### src/rtl/pde_pkg.sv
// Shared types, constants and saturating helpers for the PV diode parameter estimator.
package pde_pkg;

	localparam int AdcBitsDef     = 16;
	localparam int OutFracBitsDef = 21;

	// ln(2) in Q0.63
	localparam logic [63:0] LN2_Q63 = 64'h58B9_0BFB_E8E7_BCD5;

	// configuration register indexes
	localparam logic [2:0] REG_CURRENT_SCALE = 3'd0;
	localparam logic [2:0] REG_VOLTAGE_SCALE = 3'd1;
	localparam logic [2:0] REG_ISC           = 3'd2;
	localparam logic [2:0] REG_ALPHA_GAIN    = 3'd3;
	localparam logic [2:0] REG_BETA_GAIN     = 3'd4;
	localparam logic [2:0] REG_ALPHA_INIT    = 3'd5;
	localparam logic [2:0] REG_BETA_INIT     = 3'd6;

	// multiplier output shift select
	localparam logic [1:0] SH_31 = 2'd0;
	localparam logic [1:0] SH_47 = 2'd1;
	localparam logic [1:0] SH_48 = 2'd2;

	localparam logic signed [63:0] S64_MAX = 64'sh7FFF_FFFF_FFFF_FFFF;
	localparam logic signed [63:0] S64_MIN = 64'sh8000_0000_0000_0000;

	typedef struct packed {
		logic [7:0]         current_scale;
		logic [7:0]         voltage_scale;
		logic [27:0]        isc;
		logic [47:0]        alpha_gain;
		logic [47:0]        beta_gain;
		logic signed [31:0] alpha_init;
		logic signed [31:0] beta_init;
	} cfg_t;

	typedef struct packed {
		logic               start;
		logic signed [63:0] a;
		logic signed [63:0] b;
		logic [1:0]         shsel;
	} mul_req_t;

	typedef struct packed {
		logic               done;
		logic signed [63:0] result;
	} mul_rsp_t;

	function automatic logic signed [63:0] sat_add(input logic signed [63:0] a,
			input logic signed [63:0] b);
		logic signed [64:0] s;
		s = {a[63], a} + {b[63], b};
		if (s[64] != s[63]) return s[64] ? S64_MIN : S64_MAX;
		return s[63:0];
	endfunction

	function automatic logic signed [63:0] sat_sub(input logic signed [63:0] a,
			input logic signed [63:0] b);
		logic signed [64:0] s;
		s = {a[63], a} - {b[63], b};
		if (s[64] != s[63]) return s[64] ? S64_MIN : S64_MAX;
		return s[63:0];
	endfunction

	// Q16.48 to Q.F: truncate toward zero, saturate to 32 bits
	function automatic logic [31:0] to_out(input logic signed [63:0] x, input int sh);
		logic [63:0] mag;
		mag = x[63] ? (64'd0 - x) : x;
		mag = mag >> sh;
		if (x[63]) begin
			if (mag > 64'h8000_0000) mag = 64'h8000_0000;
			return 32'(64'd0 - mag);
		end
		if (mag > 64'h7FFF_FFFF) mag = 64'h7FFF_FFFF;
		return mag[31:0];
	endfunction

endpackage

### src/rtl/pde_ctrl.sv
// Sequencer: scaling, log2 by squaring, error and gradient updates on the shared multiplier.
module pde_ctrl #(
	parameter int ADC_BITS      = pde_pkg::AdcBitsDef,
	parameter int OUT_FRAC_BITS = pde_pkg::OutFracBitsDef
) (
	input  logic              clk,
	input  logic              arst_n,
	input  pde_pkg::cfg_t     cfg,
	input  logic              in_valid,
	output logic              in_ready,
	input  logic              in_restart,
	input  logic [15:0]       in_voltage,
	input  logic [15:0]       in_current,
	output logic              out_valid,
	input  logic              out_ready,
	output logic [127:0]      out_data,
	output logic              out_invalid,
	output pde_pkg::mul_req_t mreq,
	input  pde_pkg::mul_rsp_t mrsp
);
	import pde_pkg::*;

	localparam int SH_STATE = 48 - OUT_FRAC_BITS;
	localparam int SH_ADC   = OUT_FRAC_BITS - ADC_BITS;

	localparam logic [2:0] ST_IDLE  = 3'd0;
	localparam logic [2:0] ST_NORM  = 3'd1;
	localparam logic [2:0] ST_ISSUE = 3'd2;
	localparam logic [2:0] ST_WAIT  = 3'd3;
	localparam logic [2:0] ST_OUT   = 3'd4;

	localparam logic [2:0] STEP_SQ = 3'd0;
	localparam logic [2:0] STEP_LN = 3'd1;
	localparam logic [2:0] STEP_VA = 3'd2;
	localparam logic [2:0] STEP_GV = 3'd3;
	localparam logic [2:0] STEP_DA = 3'd4;
	localparam logic [2:0] STEP_DB = 3'd5;

	logic [2:0]  state_q, step_q;
	logic [4:0]  k_q, p_q;
	logic [31:0] m_q, frac_q;
	logic [31:0] vq_q, iq_q;
	logic        invalid_q;
	logic signed [63:0] alpha_q, beta_q, y_q, e_q, t_q, da_q;
	logic        ovalid_q;
	logic [127:0] odata_q;
	logic        oinv_q;

	logic [ADC_BITS+7:0] vprod, iprod;
	logic [31:0] vq, iq;
	logic signed [33:0] d_full;
	logic        invalid;
	logic signed [63:0] v48, l2, ainit, binit;
	logic [31:0] l2_hi;

	// sample scaling
	assign vprod  = in_voltage[ADC_BITS-1:0] * cfg.voltage_scale;
	assign iprod  = in_current[ADC_BITS-1:0] * cfg.current_scale;
	assign vq     = 32'(vprod) << SH_ADC;
	assign iq     = 32'(iprod) << SH_ADC;
	assign d_full = $signed({6'd0, cfg.isc}) - $signed({2'd0, iq});
	assign invalid = d_full[33] || (d_full == '0);

	assign v48   = 64'(vq_q) << SH_STATE;
	assign ainit = 64'(cfg.alpha_init) <<< SH_STATE;
	assign binit = 64'(cfg.beta_init) <<< SH_STATE;
	assign l2_hi = 32'($signed({27'd0, p_q}) - 32'(OUT_FRAC_BITS));
	assign l2    = {l2_hi, frac_q};

	// operand select for the shared multiplier
	always_comb begin
		mreq.start = (state_q == ST_ISSUE);
		mreq.a     = v48;
		mreq.b     = alpha_q;
		mreq.shsel = SH_48;
		unique case (step_q)
			STEP_SQ: begin
				mreq.a = 64'(m_q);
				mreq.b = 64'(m_q);
				mreq.shsel = SH_31;
			end
			STEP_LN: begin
				mreq.a = l2;
				mreq.b = LN2_Q63;
				mreq.shsel = SH_47;
			end
			STEP_VA: begin
				mreq.a = v48;
				mreq.b = alpha_q;
			end
			STEP_GV: begin
				mreq.a = 64'(cfg.alpha_gain);
				mreq.b = v48;
			end
			STEP_DA: begin
				mreq.a = t_q;
				mreq.b = e_q;
			end
			STEP_DB: begin
				mreq.a = 64'(cfg.beta_gain);
				mreq.b = e_q;
			end
			default: ;
		endcase
	end

	// sequencer and estimate state
	always_ff @(posedge clk or negedge arst_n) begin
		if (!arst_n) begin
			state_q  <= ST_IDLE;
			step_q   <= STEP_SQ;
			k_q      <= '0;
			p_q      <= '0;
			alpha_q  <= 64'(pde_pkg::S64_MAX & 64'd0) | (64'(32'sd1153434) <<< SH_STATE);
			beta_q   <= 64'(-32'sd27262976) <<< SH_STATE;
			ovalid_q <= 1'b0;
		end else begin
			if (ovalid_q && out_ready) ovalid_q <= 1'b0;
			unique case (state_q)
				ST_IDLE: begin
					if (in_valid) begin
						if (in_restart) begin
							alpha_q <= ainit;
							beta_q  <= binit;
						end
						state_q <= invalid ? ST_OUT : ST_NORM;
						p_q     <= 5'd31;
					end
				end
				ST_NORM: begin
					if (m_q[31]) begin
						step_q  <= STEP_SQ;
						k_q     <= '0;
						state_q <= ST_ISSUE;
					end else begin
						p_q <= p_q - 5'd1;
					end
				end
				ST_ISSUE: state_q <= ST_WAIT;
				ST_WAIT: begin
					if (mrsp.done) begin
						state_q <= ST_ISSUE;
						case (step_q)
							STEP_SQ: begin
								k_q <= k_q + 5'd1;
								if (k_q == 5'd31) step_q <= STEP_LN;
							end
							STEP_LN: step_q <= STEP_VA;
							STEP_VA: step_q <= STEP_GV;
							STEP_GV: step_q <= STEP_DA;
							STEP_DA: step_q <= STEP_DB;
							default: begin
								alpha_q <= sat_add(alpha_q, da_q);
								beta_q  <= sat_add(beta_q, mrsp.result);
								state_q <= ST_OUT;
							end
						endcase
					end
				end
				ST_OUT: begin
					if (!ovalid_q || out_ready) begin
						ovalid_q <= 1'b1;
						state_q  <= ST_IDLE;
					end
				end
				default: state_q <= ST_IDLE;
			endcase
		end
	end

	// working registers
	always_ff @(posedge clk) begin
		if (state_q == ST_IDLE && in_valid) begin
			vq_q      <= vq;
			iq_q      <= iq;
			invalid_q <= invalid;
			m_q       <= d_full[31:0];
			frac_q    <= '0;
		end
		if (state_q == ST_NORM && !m_q[31]) m_q <= m_q << 1;
		if (state_q == ST_WAIT && mrsp.done) begin
			case (step_q)
				STEP_SQ: begin
					if (mrsp.result[32]) begin
						m_q <= mrsp.result[32:1];
						frac_q[5'd31 - k_q] <= 1'b1;
					end else begin
						m_q <= mrsp.result[31:0];
					end
				end
				STEP_LN: y_q  <= mrsp.result;
				STEP_VA: e_q  <= sat_sub(sat_sub(y_q, mrsp.result), beta_q);
				STEP_GV: t_q  <= mrsp.result;
				STEP_DA: da_q <= mrsp.result;
				default: ;
			endcase
		end
		if (state_q == ST_OUT && (!ovalid_q || out_ready)) begin
			odata_q <= {6'd0, iq_q[28:0], vq_q[28:0],
				to_out(beta_q, SH_STATE), to_out(alpha_q, SH_STATE)};
			oinv_q  <= invalid_q;
		end
	end

	assign in_ready    = (state_q == ST_IDLE);
	assign out_valid   = ovalid_q;
	assign out_data    = odata_q;
	assign out_invalid = oinv_q;

endmodule

### config.mk
export PLATFORM = sky130hd
export DESIGN_NAME = pde_ctrl
export DESIGN_NICKNAME = d
export VERILOG_FILES = /design/src/rtl/pde_pkg.sv /design/src/rtl/pde_ctrl.sv
export SDC_FILE = /design/constraint.sdc
export NUM_CORES = 2
export LEC_CHECK = 0
export ABC_AREA = 1
export BUFFER_PORTS_ARGS = -buffer_cell sky130_fd_sc_hd__buf_2
export CORE_ASPECT_RATIO = 0.6
export CORE_MARGIN = 2
export CORE_UTILIZATION = 45
export DETAILED_ROUTE_END_ITERATION = 12
export GPL_TIMING_DRIVEN = 0
export MAX_ROUTING_LAYER = met4
export PLACE_DENSITY_LB_ADDON = 0.25
export SETUP_SLACK_MARGIN = 0.02
export SYNTH_ARGS = -nofsm -noshare
export SYNTH_HDL_FRONTEND = slang
export SYNTH_SLANG_ARGS = --single-unit
### constraint.sdc
create_clock -name clk -period 15.8 [get_ports clk]
set_clock_uncertainty 0.2 [all_clocks]
set_input_delay 0.79 -clock clk [delete_from_list [all_inputs] [get_ports clk]]
set_output_delay 0.79 -clock clk [all_outputs]
set_load 0.01 [all_outputs]
## Word-level counts from Yosys, hierarchy flattened

Cells that the tools add are included.

| cells by class | value |
|---|---|
| $add $sub $neg | 13 |
| multiplexer cells | 95 |
| reduce and logical (&&, ||, !) cells | 26 |
| equality and inequality tests | 24 |
| magnitude comparators | 6 |
| multiply operators | 2 |
| bitwise gates (word level) | 1 |

Operator list:

| kind | count |
|---|---|
| $mux W64 | 32 |
| $pmux W128 S5 | 1 |
| $mux W32 | 15 |
| $pmux W64 S2 | 2 |
| $add A64 B64 Y65 | 2 |
| $sub A64 B64 Y65 | 2 |
| $gt A64 B31 Y1 const B | 2 |
| $sub A1 B64 Y64 const A | 2 |
| $gt A37 B32 Y1 const B | 2 |
| $mux W37 | 2 |
| $sub A1 B32 Y32 const A | 2 |
| $mul A16 B8 Y24 | 2 |
| $logic_not A34 Y1 | 1 |
| $or A32 B32 Y32 | 1 |
| $pmux W3 S5 | 2 |
| $sub A28 B29 Y30 | 1 |
| $mux W3 | 9 |
| $mux W5 | 5 |
| $mux W1 | 22 |
| $pmux W5 S2 | 2 |
| $eq A3 B2 Y1 const B | 4 |
| $ne A2 B2 Y1 const B | 5 |
| $reduce_and A5 Y1 | 2 |
| $eq A3 B3 Y1 const B | 3 |
| other kinds (24) | 44 |

| word-level totals | value |
|---|---|
| bits of input ports | 306 |
| flip-flop bits (word level) | 627 |
| logic and storage cells | 185 |

## Logic depth before layout (Yosys ltp)

| logic depth | value |
|---|---|
| depth in word-level cells | 14 |
| mapped depth | 42 |
| gate-level depth less buffers | 42 |

## Least setup slack after synthesis

No wires, ideal clock.

| timing path | value |
|---|---|
| path kind | input port to flip-flop |
| start point | input port cfg[203] (netlist name) |
| end point | register state_q[2] |
| path slack | 8.869 ns |
| data required time | 15.483 ns |
| stages | 37 |
| data arrival time | 6.615 ns |
| cell sequence | clkbuf_1 -> clkbuf_1 -> nand2_1 -> fa_1 -> fa_1 -> inv_1 -> fa_1 -> inv_1 -> fa_1 -> inv_1 -> ha_1 -> a21oi_1 -> o21ai_0 -> a31oi_1 -> o21ai_0 -> nand2_1 -> nand2_1 -> a21boi_0 -> o21ai_0 -> nand2_1 -> inv_1 -> o21ai_0 -> nand2_1 -> xor2_1 -> ha_1 -> inv_1 -> o21ai_0 -> a21oi_1 -> nand3b_1 -> nand2_1 -> nor2_1 -> nand2_1 -> nand2_1 -> nand2_1 -> nand2_1 -> nand2_1 -> nand2_1 |

| on the way | value |
|---|---|
| word-level cells in the longest chain between the ends | 7 |

Ends and longest elaborated chain:

| element | line | source |
|---|---|---|
| start: declaration | pde_ctrl.sv:8 | `input pde_pkg::cfg_t cfg,` |
| $mul A16 B8 Y24 * | pde_ctrl.sv:58 | `assign iprod = in_current[ADC_BITS-1:0] * cfg.current_scale;` |
| $sub A28 B29 Y30 * | pde_ctrl.sv:61 | `assign d_full = $signed({6'd0, cfg.isc}) - $signed({2'd0, iq});` |
| $logic_not A34 Y1 | pde_ctrl.sv:62 | `assign invalid = d_full[33] \|\| (d_full == '0);` |
| $logic_or A1 B1 Y1 * | pde_ctrl.sv:62 |  |
| via invalid | pde_ctrl.sv:52 | `logic invalid;` |
| $mux W3 * | pde_ctrl.sv:126 | `state_q <= invalid ? ST_OUT : ST_NORM;` |
| $mux W3 * | pde_ctrl.sv:121 | `if (in_valid) begin` |
| $pmux W3 S5 * | pde_ctrl.sv:119 | `unique case (state_q)` |
| end signal: assignment | pde_ctrl.sv:126 |  |
| end: declaration | pde_ctrl.sv:39 | `logic [2:0] state_q, step_q;` |

Mark *: on every way through the listed nets, which the timed path passes. The rest lies on a longest branch. The select of a mux whose other input is x is not followed.
A chain may end at the register's enable or synchronous reset.

## Worst setup path after layout

| timing path | value |
|---|---|
| start point | input port mrsp[32] (netlist name) |
| end point | register e_q[6] (data pin) |

| on the way | value |
|---|---|
| word-level cells in the longest chain between the ends | 14 |
| elaborated cells between the ends (all ways) | 18 |
| those cells by class | add/sub (2); eq/ne (2); mux (14) |

Ends and longest elaborated chain:

| element | line | source |
|---|---|---|
| start: declaration | pde_ctrl.sv:19 | `input pde_pkg::mul_rsp_t mrsp` |
| $sub A64 B64 Y65 * | pde_pkg.sv:60 | `s = {a[63], a} - {b[63], b};` |
| $ne A1 B1 Y1 | pde_pkg.sv:61 | `if (s[64] != s[63]) return s[64] ? S64_MIN : S64_MAX;` |
| $mux W1 | pde_pkg.sv:61 |  |
| $mux W1 | pde_ctrl.sv:182 | `case (step_q)` |
| $mux W1 | pde_ctrl.sv:181 | `if (state_q == ST_WAIT && mrsp.done) begin` |
| $mux W64 * | pde_pkg.sv:62 | `return s[63:0];` |
| $mux W64 * | pde_ctrl.sv:182 |  |
| $mux W64 * | pde_ctrl.sv:181 |  |
| $sub A64 B64 Y65 * | pde_pkg.sv:60 |  |
| $ne A1 B1 Y1 | pde_pkg.sv:61 |  |
| $mux W1 | pde_pkg.sv:61 |  |
| $mux W1 | pde_ctrl.sv:182 |  |
| $mux W1 | pde_ctrl.sv:181 |  |
| $mux W64 * | pde_pkg.sv:62 |  |
| end signal: assignment | pde_ctrl.sv:192 | `STEP_VA: e_q <= sat_sub(sat_sub(y_q, mrsp.result), beta_q);` |
| end: declaration | pde_ctrl.sv:44 | `logic signed [63:0] alpha_q, beta_q, y_q, e_q, t_q, da_q;` |

Mark *: on every way between the ends. The rest lies on a longest branch, timed or not. The select of a mux whose other input is x is not followed.

==> impl_metrics.env <==
export IMPL_drv_cap=4
export IMPL_gp_congestion=1.24
export IMPL_start_util_pct=45.4
export IMPL_power_share_clock_pct=12.2
export IMPL_antenna_found_initial=24
export IMPL_start_kind="input pin"
export IMPL_drc=0
export IMPL_ys_top_cells_by_area="edfxtp_1 (21%), nand2_1 (13%), inv_1 (7.9%)"
export IMPL_cellInternalPower_mw=5.96
export IMPL_cts_root_buf="clkbuf_16"
export IMPL_dieHeight_um=283
export IMPL_rows=102
export IMPL_synth_edf_count=418
export IMPL_cpMaxStageDelayCell="nor2_1"
export IMPL_dp_hpwl_mm=258
export IMPL_seq_area_frac_synth_pct=29.9
export IMPL_yosysMostFrequentCell="nand2_1"
export IMPL_rsz0062_at_grt="false"
export IMPL_synthArstFlopShare_pct=23.1
export IMPL_fmax_mhz=114
export IMPL_worstReg2RegStart="y_q[0]"
export IMPL_violations="capacitance limit, slew limit"
export IMPL_setup_worst_path_end="e_q[6]"
export IMPL_postLayoutCellArea_um2=66000
export IMPL_crit_start="mrsp[32]"
export IMPL_vdd_drop_max_mv=0.257
export IMPL_cts_tree="built"
export IMPL_status="finished with violations"
export IMPL_min_period_ns=8.78
export IMPL_reg2reg_depth=39
export IMPL_p_seq_share_pct=19.4
export IMPL_final_setup_viol_count=0
export IMPL_finalCritPeriodShare_pct=55.6
export IMPL_die_w_um=469
export IMPL_hold_class="input pin to flip-flop"
export IMPL_grt_pass1_wl_mm=423
export IMPL_fin_setup_tns_ns=0
export IMPL_worstPathArrival_ns=8.99
export IMPL_synth_cell_types=70
export IMPL_syn_to_final_growth_pct=12.9
export IMPL_place_area_um2=63600
export IMPL_cts_sinks=627
export IMPL_setup_slack_ns=7.02
export IMPL_yosysWarnings=0
export IMPL_worstPathRequired_ns=16.01
export IMPL_max_slew_margin_pct=-10.3
export IMPL_routed_wl_mm=307
export IMPL_swShare_pct=59.0
export IMPL_port_buffers=503
export IMPL_crit_path_end_kind="flip-flop"
export IMPL_whs_ns=0.167
export IMPL_dp_worst_setup_slack_ns=6.93
export IMPL_drtAntennaViolNets=0
export IMPL_reg2reg_to="e_q[6]"
export IMPL_p_comb_share_pct=68.4
export IMPL_slew_viol_final=22
export IMPL_cts_setup_buffers=0
export IMPL_worst_pin_slew_ns=1.65
export IMPL_power_density_nw_per_um2=220
export IMPL_h_tree_depth=3
export IMPL_numCtsBuffers=69
export IMPL_synth_top_area_cell="edfxtp_1"
export IMPL_synthTopCellsByCount="nand2_1 (2072), inv_1 (1238), nor2_1 (848)"
export IMPL_syn_avg_cell_area_um2=7.13
export IMPL_via_count=64400
export IMPL_grt_pass1_vias=56900
export IMPL_core_area_um2=129000
export IMPL_path_class="input pin to flip-flop"
export IMPL_yosys_most_used_dff="edfxtp_1"
export IMPL_drt_iter0_markers=11200
export IMPL_cp_common_cell="nand2_1"
export IMPL_synthCells=8202
export IMPL_p_leak_nw=32.6
export IMPL_viasPerCell=6.06
export IMPL_insertion_delay_ns=0.71
export IMPL_hold_viol=0
export IMPL_critPathMaxFanout=10
export IMPL_cts_resized=0
export IMPL_layout_nets=9662
export IMPL_ios=568
export IMPL_yosysTopAreaCellShare_pct=21.5
export IMPL_clockBufferDepth=3
export IMPL_grt_overflow=0
export IMPL_dieArea_um2=133000
export IMPL_drive_above_1_share_pct=10.2
export IMPL_clk_pin_slew_ns=0.07
export IMPL_post_drt_wl_per_cell_um=28.9
export IMPL_ys_seq_elements=627
export IMPL_p_switching_mw=8.56
export IMPL_first_pass_iters=9
export IMPL_reg2reg_slack_ns=7.35
export IMPL_track_usage_pct=45.9
export IMPL_synth_area_um2=58500
export IMPL_max_stage_delay_ns=0.93
export IMPL_grt_start_max_net_pins=97
layout make-up:
| cell class | instances | area [um2] |
|---|---|---|
| Multi-Input combinational cell | 6052 | 35000 |
| Fill cell | 13200 | 62900 |
| Sequential cell | 627 | 17500 |
| Clock buffer | 83 | 1870 |
| Timing Repair Buffer | 524 | 2870 |
| Clock inverter | 45 | 448 |
| Antenna cell | 34 | 85.1 |
| Inverter | 1266 | 4750 |
| Buffer | 272 | 1280 |
| Tap cell | 1716 | 2150 |
kinds of logic after synthesis:
group	after synthesis	synth area share (%)
xor gates and xnor gates	303	4.57
adders and majority gates	544	13.9
AOI/OAI and AO/OA	1639	16.5
DFF	627	29.9
and+or+nand+nor	3550	24.9
buffers and inverters	1538	10.3
other	1	0.00641
critical path, delay by kind of cell:
family,cells,cell delay [ns]
AND/OR/NAND/NOR,13,2.86
buffers and inverters,6,1.90
adder cells (fa/ha/maj),2,0.93
XOR/XNOR,2,0.47
AO/OA/AOI/OAI,9,1.96
per-layer routing:
layer	routed length, um	track usage (%)	vias to the layer above
li1	-	-	28200
met1	133000	65.1	30700
met2	106000	52.6	4873
met3	57600	25.8	532
met4	11300	14.1	0
met5	0	-	-
timing repair:
action | 4_1_cts | 5_1_grt
hold endpoints to repair | 46 | 0
setup endpoints to repair | 0 | 0
hold buffers | 1 | 0
layout by cell type (no fill, tap or decap), types with 59 or more instances in the layout:
master / n
clkbuf_16: 72
xnor2_1: 128
ha_1: 371
nor3_1: 66
clkbuf_1: 198
inv_1: 1238
o21ai_0: 434
nand3_1: 334
dfrtp_1: 121
edfxtp_1: 418
o22ai_1: 59
xor2_1: 173
fa_1: 173
nor2_1: 844
nand2_1: 2072
a22oi_1: 79
a31oi_1: 114
buf_2: 528
a21oi_1: 610
nand4_1: 69
dfxtp_1: 64
power by group through the flow:
| stage | sequential, mW | clock, mW | combinational [mW] |
|---|---|---|---|
| 2_1_floorplan | 2.57 | 0 | 5.65 |
| 3_3_place_gp | 2.82 | 0 | 9.12 |
| 3_5_place_dp | 2.80 | 0 | 9.18 |
| 4_1_cts | 2.77 | 1.76 | 9.24 |
| 5_1_grt | 2.80 | 1.82 | 10.4 |
| 6_report | 2.82 | 1.77 | 9.92 |
worst min-delay path by stage:
stage / start / to / slack, ns / depth (start not counted)
finish: cfg[161] / m_q[1] / 0.17 / 3
global route: cfg[161] / m_q[1] / 0.19 / 3
CTS: cfg[161] / m_q[1] / 0.14 / 3
detailed placement: iq_q[16] / out_data[109] / 0.21 / 0
global placement: iq_q[11] / out_data[104] / 0.20 / 0
floorplan: iq_q[7] / out_data[100] / 0.20 / 0
registers in the layout, indices dropped and copies added (netlist names):
| signal | count |
|---|---|
| iq_q | 24 |
| t_q | 64 |
| out_valid | 1 |
| da_q | 64 |
| out_invalid | 1 |
| step_q | 3 |
| m_q | 32 |
| k_q | 5 |
| beta_q | 64 |
| state_q | 3 |
| e_q | 64 |
| frac_q | 32 |
| y_q | 64 |
| p_q | 5 |
| invalid_q | 1 |
| vq_q | 24 |
| out_data | 112 |
| alpha_q | 64 |
per-stage QoR:
stage	power, mW	std cells	utilization [%]
6_report	14.5	10600	51.2
3_3_place_gp	11.9	10400	49.0
2_1_floorplan	8.22	8217	-
5_1_grt	15.0	10600	51.2
4_1_cts	13.8	10600	51.1
3_5_place_dp	12.0	10500	49.3
Note: power is estimated with default switching activity, not from simulation.
